<file path="src/table_interpolator_defines.svh">
// assertion macros for the table interpolator
// used by the top level only; set NO_ASSERTIONS to leave them out
`ifndef TABLE_INTERPOLATOR_DEFINES_SVH
`define TABLE_INTERPOLATOR_DEFINES_SVH
`ifndef NO_ASSERTIONS
`define TI_ASSERT(lbl, ante, cons) \
    lbl: assert property (@(posedge i_clk) disable iff (!i_rst_n) (ante) |-> (cons)) \
        else $error("assertion failed");
`define TI_ASSERT_NEXT(lbl, ante, cons) \
    lbl: assert property (@(posedge i_clk) disable iff (!i_rst_n) (ante) |=> (cons)) \
        else $error("assertion failed");
`else
`define TI_ASSERT(lbl, ante, cons)
`define TI_ASSERT_NEXT(lbl, ante, cons)
`endif
`endif

</file>
<file path="src/ti_pkg.sv">
// shared types, codes and saturation helpers for the table interpolator
// no dependencies
package ti_pkg;

    localparam int MAX_POINTS = 8;
    localparam int IDX_W      = $clog2(MAX_POINTS);
    localparam int CNT_W      = $clog2(MAX_POINTS + 1);
    localparam int PIDX_W     = 3;
    localparam int PIU_W      = 4;
    localparam int PIU_RESET  = 4;
    localparam int ADDR_W     = 3;

    localparam logic OP_WRITE = 1'b0;
    localparam logic OP_QUERY = 1'b1;

    localparam logic [1:0] ST_OK    = 2'd0;
    localparam logic [1:0] ST_RANGE = 2'd1;
    localparam logic [1:0] ST_DIVZ  = 2'd2;

    localparam logic signed [31:0] S32_MAX = 32'sh7FFF_FFFF;
    localparam logic signed [31:0] S32_MIN = 32'sh8000_0000;
    localparam logic signed [34:0] W_MAX   = 35'sh0_7FFF_FFFF;
    localparam logic signed [34:0] W_MIN   = 35'sh7_8000_0000;

    typedef struct packed {
        logic             in_take;
        logic             rd_en;
        logic [IDX_W-1:0] rd_addr;
        logic             load_a;
        logic             load_i;
        logic             lin_div_start;
        logic             lin_f;
        logic             lin_mul;
        logic             lin_fin;
        logic             lg_div_start;
        logic             lg_fac;
        logic             lg_mul;
        logic             lg_rnd;
        logic             acc_add;
        logic             out_load;
        logic [1:0]       out_status;
    } t_cmd;

    typedef struct packed {
        logic x_lt_q;
        logic x_gt_q;
        logic x_eq_a;
        logic div_done;
        logic out_free;
    } t_stat;

    function automatic logic signed [31:0] sat_mag(input logic [47:0] m, input logic neg);
        logic signed [31:0] res;
        if (neg) begin
            res = (m >= 48'h0000_8000_0000) ? S32_MIN : -$signed(m[31:0]);
        end else begin
            res = (m >= 48'h0000_7FFF_FFFF) ? S32_MAX : $signed(m[31:0]);
        end
        return res;
    endfunction

    function automatic logic signed [31:0] sat35(input logic signed [34:0] v);
        logic signed [31:0] res;
        if (v > W_MAX) begin
            res = S32_MAX;
        end else if (v < W_MIN) begin
            res = S32_MIN;
        end else begin
            res = v[31:0];
        end
        return res;
    endfunction

    function automatic logic [CNT_W-1:0] clamp_n(input logic [PIU_W-1:0] p);
        logic [CNT_W-1:0] res;
        if (int'(p) < 2) begin
            res = CNT_W'(2);
        end else if (int'(p) > MAX_POINTS) begin
            res = CNT_W'(MAX_POINTS);
        end else begin
            res = CNT_W'(p);
        end
        return res;
    endfunction

endpackage

</file>
<file path="src/ti_ctrl.sv">
// sequencer for table writes, segment search, linear and lagrange passes
// uses ti_pkg
module ti_ctrl (
    input  logic                      i_clk,
    input  logic                      i_rst_n,
    input  logic                      i_in_valid,
    input  logic                      i_operation,
    input  logic [ti_pkg::PIU_W-1:0]  i_points,
    input  ti_pkg::t_stat             i_stat,
    output ti_pkg::t_cmd              o_cmd,
    output logic                      o_idle
);
    import ti_pkg::*;

    typedef enum logic [17:0] {
        S_IDLE     = 18'h00001,
        S_SCAN_RD  = 18'h00002,
        S_SCAN_CHK = 18'h00004,
        S_LIN_RDA  = 18'h00008,
        S_LIN_LDA  = 18'h00010,
        S_LIN_LDB  = 18'h00020,
        S_LIN_DIV  = 18'h00040,
        S_LIN_MUL  = 18'h00080,
        S_LIN_FIN  = 18'h00100,
        S_LG_RDI   = 18'h00200,
        S_LG_LDI   = 18'h00400,
        S_LG_RDJ   = 18'h00800,
        S_LG_LDJ   = 18'h01000,
        S_LG_DIV   = 18'h02000,
        S_LG_MUL   = 18'h04000,
        S_LG_RND   = 18'h08000,
        S_LG_ACC   = 18'h10000,
        S_OUT      = 18'h20000
    } t_state;

    t_state           r_state, n_state;
    logic [IDX_W-1:0] r_i, n_i, r_j, n_j, r_k, n_k, r_last, n_last;
    logic             r_found, n_found, r_range, n_range, r_dup, n_dup;

    always_comb begin
        o_cmd   = '0;
        n_state = r_state;
        n_i     = r_i;
        n_j     = r_j;
        n_k     = r_k;
        n_last  = r_last;
        n_found = r_found;
        n_range = r_range;
        n_dup   = r_dup;
        unique case (r_state)
            S_IDLE: begin
                if (i_in_valid) begin
                    o_cmd.in_take = 1'b1;
                    if (i_operation == OP_QUERY) begin
                        n_last  = IDX_W'(clamp_n(i_points) - CNT_W'(1));
                        n_found = 1'b0;
                        n_range = 1'b0;
                        n_dup   = 1'b0;
                        n_j     = '0;
                        n_state = S_SCAN_RD;
                    end
                end
            end
            S_SCAN_RD: begin
                o_cmd.rd_en   = 1'b1;
                o_cmd.rd_addr = r_j;
                n_state       = S_SCAN_CHK;
            end
            S_SCAN_CHK: begin
                if (r_j == '0 && i_stat.x_gt_q) begin
                    n_range = 1'b1;
                end
                if (r_j == r_last && i_stat.x_lt_q) begin
                    n_range = 1'b1;
                end
                if (r_j != '0 && !r_found && (!i_stat.x_lt_q || r_j == r_last)) begin
                    n_found = 1'b1;
                    n_k     = r_j;
                end
                if (r_j == r_last) begin
                    n_state = n_range ? S_OUT : S_LIN_RDA;
                end else begin
                    n_j     = r_j + 1'b1;
                    n_state = S_SCAN_RD;
                end
            end
            S_LIN_RDA: begin
                o_cmd.rd_en   = 1'b1;
                o_cmd.rd_addr = r_k - 1'b1;
                n_state       = S_LIN_LDA;
            end
            S_LIN_LDA: begin
                o_cmd.load_a  = 1'b1;
                o_cmd.rd_en   = 1'b1;
                o_cmd.rd_addr = r_k;
                n_state       = S_LIN_LDB;
            end
            S_LIN_LDB: begin
                o_cmd.lin_div_start = 1'b1;
                n_state             = S_LIN_DIV;
            end
            S_LIN_DIV: begin
                if (i_stat.div_done) begin
                    o_cmd.lin_f = 1'b1;
                    n_state     = S_LIN_MUL;
                end
            end
            S_LIN_MUL: begin
                o_cmd.lin_mul = 1'b1;
                n_state       = S_LIN_FIN;
            end
            S_LIN_FIN: begin
                o_cmd.lin_fin = 1'b1;
                n_i           = '0;
                n_state       = S_LG_RDI;
            end
            S_LG_RDI: begin
                o_cmd.rd_en   = 1'b1;
                o_cmd.rd_addr = r_i;
                n_state       = S_LG_LDI;
            end
            S_LG_LDI: begin
                o_cmd.load_i = 1'b1;
                n_j          = '0;
                n_state      = S_LG_RDJ;
            end
            S_LG_RDJ: begin
                if (r_j == r_i) begin
                    if (r_j == r_last) begin
                        n_state = S_LG_ACC;
                    end else begin
                        n_j = r_j + 1'b1;
                    end
                end else begin
                    o_cmd.rd_en   = 1'b1;
                    o_cmd.rd_addr = r_j;
                    n_state       = S_LG_LDJ;
                end
            end
            S_LG_LDJ: begin
                if (i_stat.x_eq_a) begin
                    n_dup = 1'b1;
                end
                o_cmd.lg_div_start = 1'b1;
                n_state            = S_LG_DIV;
            end
            S_LG_DIV: begin
                if (i_stat.div_done) begin
                    o_cmd.lg_fac = 1'b1;
                    n_state      = S_LG_MUL;
                end
            end
            S_LG_MUL: begin
                o_cmd.lg_mul = 1'b1;
                n_state      = S_LG_RND;
            end
            S_LG_RND: begin
                o_cmd.lg_rnd = 1'b1;
                if (r_j == r_last) begin
                    n_state = S_LG_ACC;
                end else begin
                    n_j     = r_j + 1'b1;
                    n_state = S_LG_RDJ;
                end
            end
            S_LG_ACC: begin
                o_cmd.acc_add = 1'b1;
                if (r_i == r_last) begin
                    n_state = S_OUT;
                end else begin
                    n_i     = r_i + 1'b1;
                    n_state = S_LG_RDI;
                end
            end
            S_OUT: begin
                if (i_stat.out_free) begin
                    o_cmd.out_load = 1'b1;
                    if (r_range) begin
                        o_cmd.out_status = ST_RANGE;
                    end else if (r_dup) begin
                        o_cmd.out_status = ST_DIVZ;
                    end else begin
                        o_cmd.out_status = ST_OK;
                    end
                    n_state = S_IDLE;
                end
            end
            default: begin
                n_state = S_IDLE;
            end
        endcase
    end

    always_ff @(posedge i_clk) begin
        if (!i_rst_n) begin
            r_state <= S_IDLE;
            r_found <= 1'b0;
            r_range <= 1'b0;
            r_dup   <= 1'b0;
        end else begin
            r_state <= n_state;
            r_found <= n_found;
            r_range <= n_range;
            r_dup   <= n_dup;
        end
        r_i    <= n_i;
        r_j    <= n_j;
        r_k    <= n_k;
        r_last <= n_last;
    end

    assign o_idle = r_state == S_IDLE;

endmodule

</file>
<file path="config.mk">
export PLATFORM = sky130hd
export DESIGN_NAME = ti_ctrl
export DESIGN_NICKNAME = d
export VERILOG_FILES = /design/src/table_interpolator_defines.svh /design/src/ti_pkg.sv /design/src/ti_ctrl.sv
export SDC_FILE = /design/constraint.sdc
export NUM_CORES = 1
export LEC_CHECK = 0
export ABC_AREA = 1
export BUFFER_PORTS_ARGS = -buffer_cell sky130_fd_sc_hd__buf_2
export CORE_AREA = 2 2 48 95
export DETAILED_ROUTE_END_ITERATION = 7
export DIE_AREA = 0 0 50 97
export PLACE_DENSITY = 0.81
export SLEW_MARGIN = 10
export SYNTH_ARGS = -nofsm -noshare
export SYNTH_HDL_FRONTEND = slang
export SYNTH_SLANG_ARGS = --single-unit
</file>
<file path="constraint.sdc">
create_clock -name i_clk -period 2.5 [get_ports i_clk]
set_clock_uncertainty 0.05 [all_clocks]
set_input_delay 0.5 -clock i_clk [delete_from_list [all_inputs] [get_ports i_clk]]
set_output_delay 0.5 -clock i_clk [all_outputs]
set_load 0.02 [all_outputs]
</file>
==> flow_summary.toml <==
[place]
gp_congestion = 0.9494
io_buffers = 32
placed_cells = 405
postPlaceCellArea_mm2 = 0.002496
dp_hpwl_um = 4761

[floorplanning]
core_mm2 = 0.004088
rows = 33
die_h_um = 97
die_area_mm2 = 0.004850
die_w_um = 50
initial_core_util_pct = 55.49
num_io_pins = 33

[logic_synthesis]
synth_top_flop_cell = "dfxtp_1"
synth_cells = 319
yosys_warnings = 0
syn_area_mm2 = 0.002268
ys_seq_area_share_pct = 34.42
synth_async_sr_flop_share_pct = 0
yosysUniqueCellTypes = 31
synth_edf_count = 12
avgSynthCellArea_um2 = 7.111
syn_nets = 337
ys_ff_latch = 33

[timing]
fmax_ghz = 0.4021
hold_violations = 0
rsz0062_at_grt = "true"
drv_slew = 0
setup_viol = 0
post-route-period-util_pct = 99.47
fin_setup_tns_ps = 0
period_needed_ps = 2487
worst_pin_slew_ps = 446.8
slew-limit-headroom_pct = 70.08

[global_routing]
grt_pass1_wl_um = 9563
gr-total-overflow = 0
grt_usage_pct = 26.05
antenna_found_initial = 0
grt_pass1_vias = 2161
grt_start_max_net_pins = 16

[job]
max_cap_viol_count = 0

[worst_setup_path]
crit_fanout = 5
slowest_delay_ps = 330
rrSetupSlack_ps = 310
worstSetupStartpointType = "register"
path_cells = "nor2_2 > buf_4 > nand2_1 > nor2_4 > nand3_2 > inv_1 > nand2_1 > o2111ai_1 > buf_4"
crit_arrival_ps = 1940
slowest_stage = "dfxtp_1"
path_class = "register to output port"
worstSetupEndpointType = "output port"
worstPathRequired_ps = 1950

[drt]
via_per_inst = 5.406
first_pass_iters = 7
drtIter0Drc = 49
drc = 0
ant_nets = 0
num_vias = 2265
wl_per_cell_um = 14.62
drt-total-wl_um = 6125

[cells_and_area]
final_layout_size_suffix_gt1_share_pct = 25.89
fill_cells = 352
multi_input_area_mm2 = 0.001294
diodes = 0
regArea_um2 = 780.7
area_delta_synth_final_pct = 18.20
fin_area_mm2 = 0.002681
stdcell_count = 419
fin_nets = 385
final_util_pct = 65.60

[cts]
path_clk_slew_ps = 60
numClockSinks = 33
ctsHtreeMaxLevel = 2
cts_tree = "done"
numCtsBuffers = 5
clk_latency_ps = 290
cts_buffer_depth = 2
clockRootBuffer = "clkbuf_8"

[run_status]
status = "finished clean"

[pwr]
power.leakage_nw = 1.403
power.density_mw_per_mm2 = 917.2
ir_drop_uv = 703.1

[min_path]
min_path_type = "input port to register"
## worst paths after layout
kind              depth (start not counted)                       end                     start
hold reg to reg                           2      r_range$_SDFFE_PN0P_      r_range$_SDFFE_PN0P_
hold / removal                            2   r_state[0]$_SDFFE_PN1P_                   i_rst_n
setup / recovery                          9                 o_cmd[16]  r_state[16]$_SDFFE_PN0P_
setup reg to reg                         12  r_state[13]$_SDFFE_PN0P_  r_state[15]$_SDFFE_PN0P_
## worst max-delay path, delay by kind of cell, from the launching register on
family                 cells  cell delay [ps]
AOI/OAI and AO/OA          1              150
buffers and inverters      3              510
and+or+nand+nor            5              650
DFF                        1              330
## where the power goes
group	internal (W)	switching, W	total, W	leakage (nW)
Sequential	0.000672	0.000107	0.000779	0.275
Combinational	0.000415	0.000855	0.00127	1.08
Clock	0.000218	0.000192	0.000410	0.0443
Total	0.00130	0.00115	0.00246	1.40
## layer usage
metal / vias up / track usage [%] / wire length (um)
li1: 1106 / - / -
met1: 1029 / 22.77 / 1992
met2: 86 / 49.29 / 3434
met3: 44 / 3.858 / 219
met4: 0 / 19.44 / 479
met5: - / 0 / 0
## placed cells by master, fill, tap and decap left out, drive strengths merged
cell type and instances:
nand2 73, nor2 72, inv 50, buf 46, nand3 32, dfxtp 21
edfxtp 12, xnor2 8, a21oi 8, o21ai 7, clkbuf 7, nand4 6
xor2 5, ha 5, o211ai 3, nand3b 3, o22ai 2, or2 2
nor3 2, o2111ai 1, nor4 1, a211oi 1
## metrics by stage
| step | power, W | setup WS [ps] | hold slack (ps) |
|---|---|---|---|
| after global routing | 0.002620 | -68.31 | 419.0 |
| after CTS | 0.002356 | 5.401 | 409.3 |
| final | 0.002459 | 13.22 | 407.0 |
| after global placement | 0.001922 | 327.4 | 452.4 |
| after floorplan | 0.001690 | 487.7 | 433.6 |
| after detailed placement | 0.001947 | 308.5 | 482.7 |
## cell families (layout without fill, tap and decap cells)
kind of cell,after synthesis,count (layout),synth area share (%)
AND/OR/NAND/NOR,191,191,41.75
buffers and inverters,55,103,10.48
flip-flops,33,33,34.42
AO/OA/AOI/OAI,22,22,5.571
XOR/XNOR,13,13,5.019
adder cells (fa/ha/maj),5,5,2.758
## flip-flops by register name, summed over array words and instances (netlist names)
| signal | cells |
|---|---|
| r_state | 18 |
| r_i | 3 |
| r_j | 3 |
| r_k | 3 |
| r_last | 3 |
| r_dup | 1 |
| r_found | 1 |
| r_range | 1 |
## timing repair
item                                    CTS  global route
hold endpoints to repair                  0             0
hold buffers                              0             0
endpoints found under the setup margin    1             4
pin swaps                                 0             8
setup buffers                             0             7
resized for setup                         1            12
## synth_stat cells, types with 4 or more instances
master / number / area share [%]
nand2_1: 66 / 11
nor2_1: 52 / 8.6
inv_1: 50 / 8.3
nand3_1: 26 / 5.7
dfxtp_1: 21 / 19
nor2_2: 14 / 3.9
edfxtp_1: 12 / 16
a21oi_1: 8 / 1.8
xnor2_1: 8 / 3.1
o21ai_0: 7 / 1.5
nand2_2: 6 / 1.7
nand3_2: 6 / 2.6
ha_1: 5 / 2.8
nor2_4: 5 / 2.5
xor2_1: 5 / 1.9
nand4_1: 4 / 1.1
## layout make-up
type                       count  area share (%)
clock buffer                   7           3.220
inverter                      50           7.000
multi-input combinational    231           48.25
sequential                    33           29.12
tap                           52           2.427
timing repair buffer          46           9.986
Note: power is estimated with default switching activity, not from simulation.
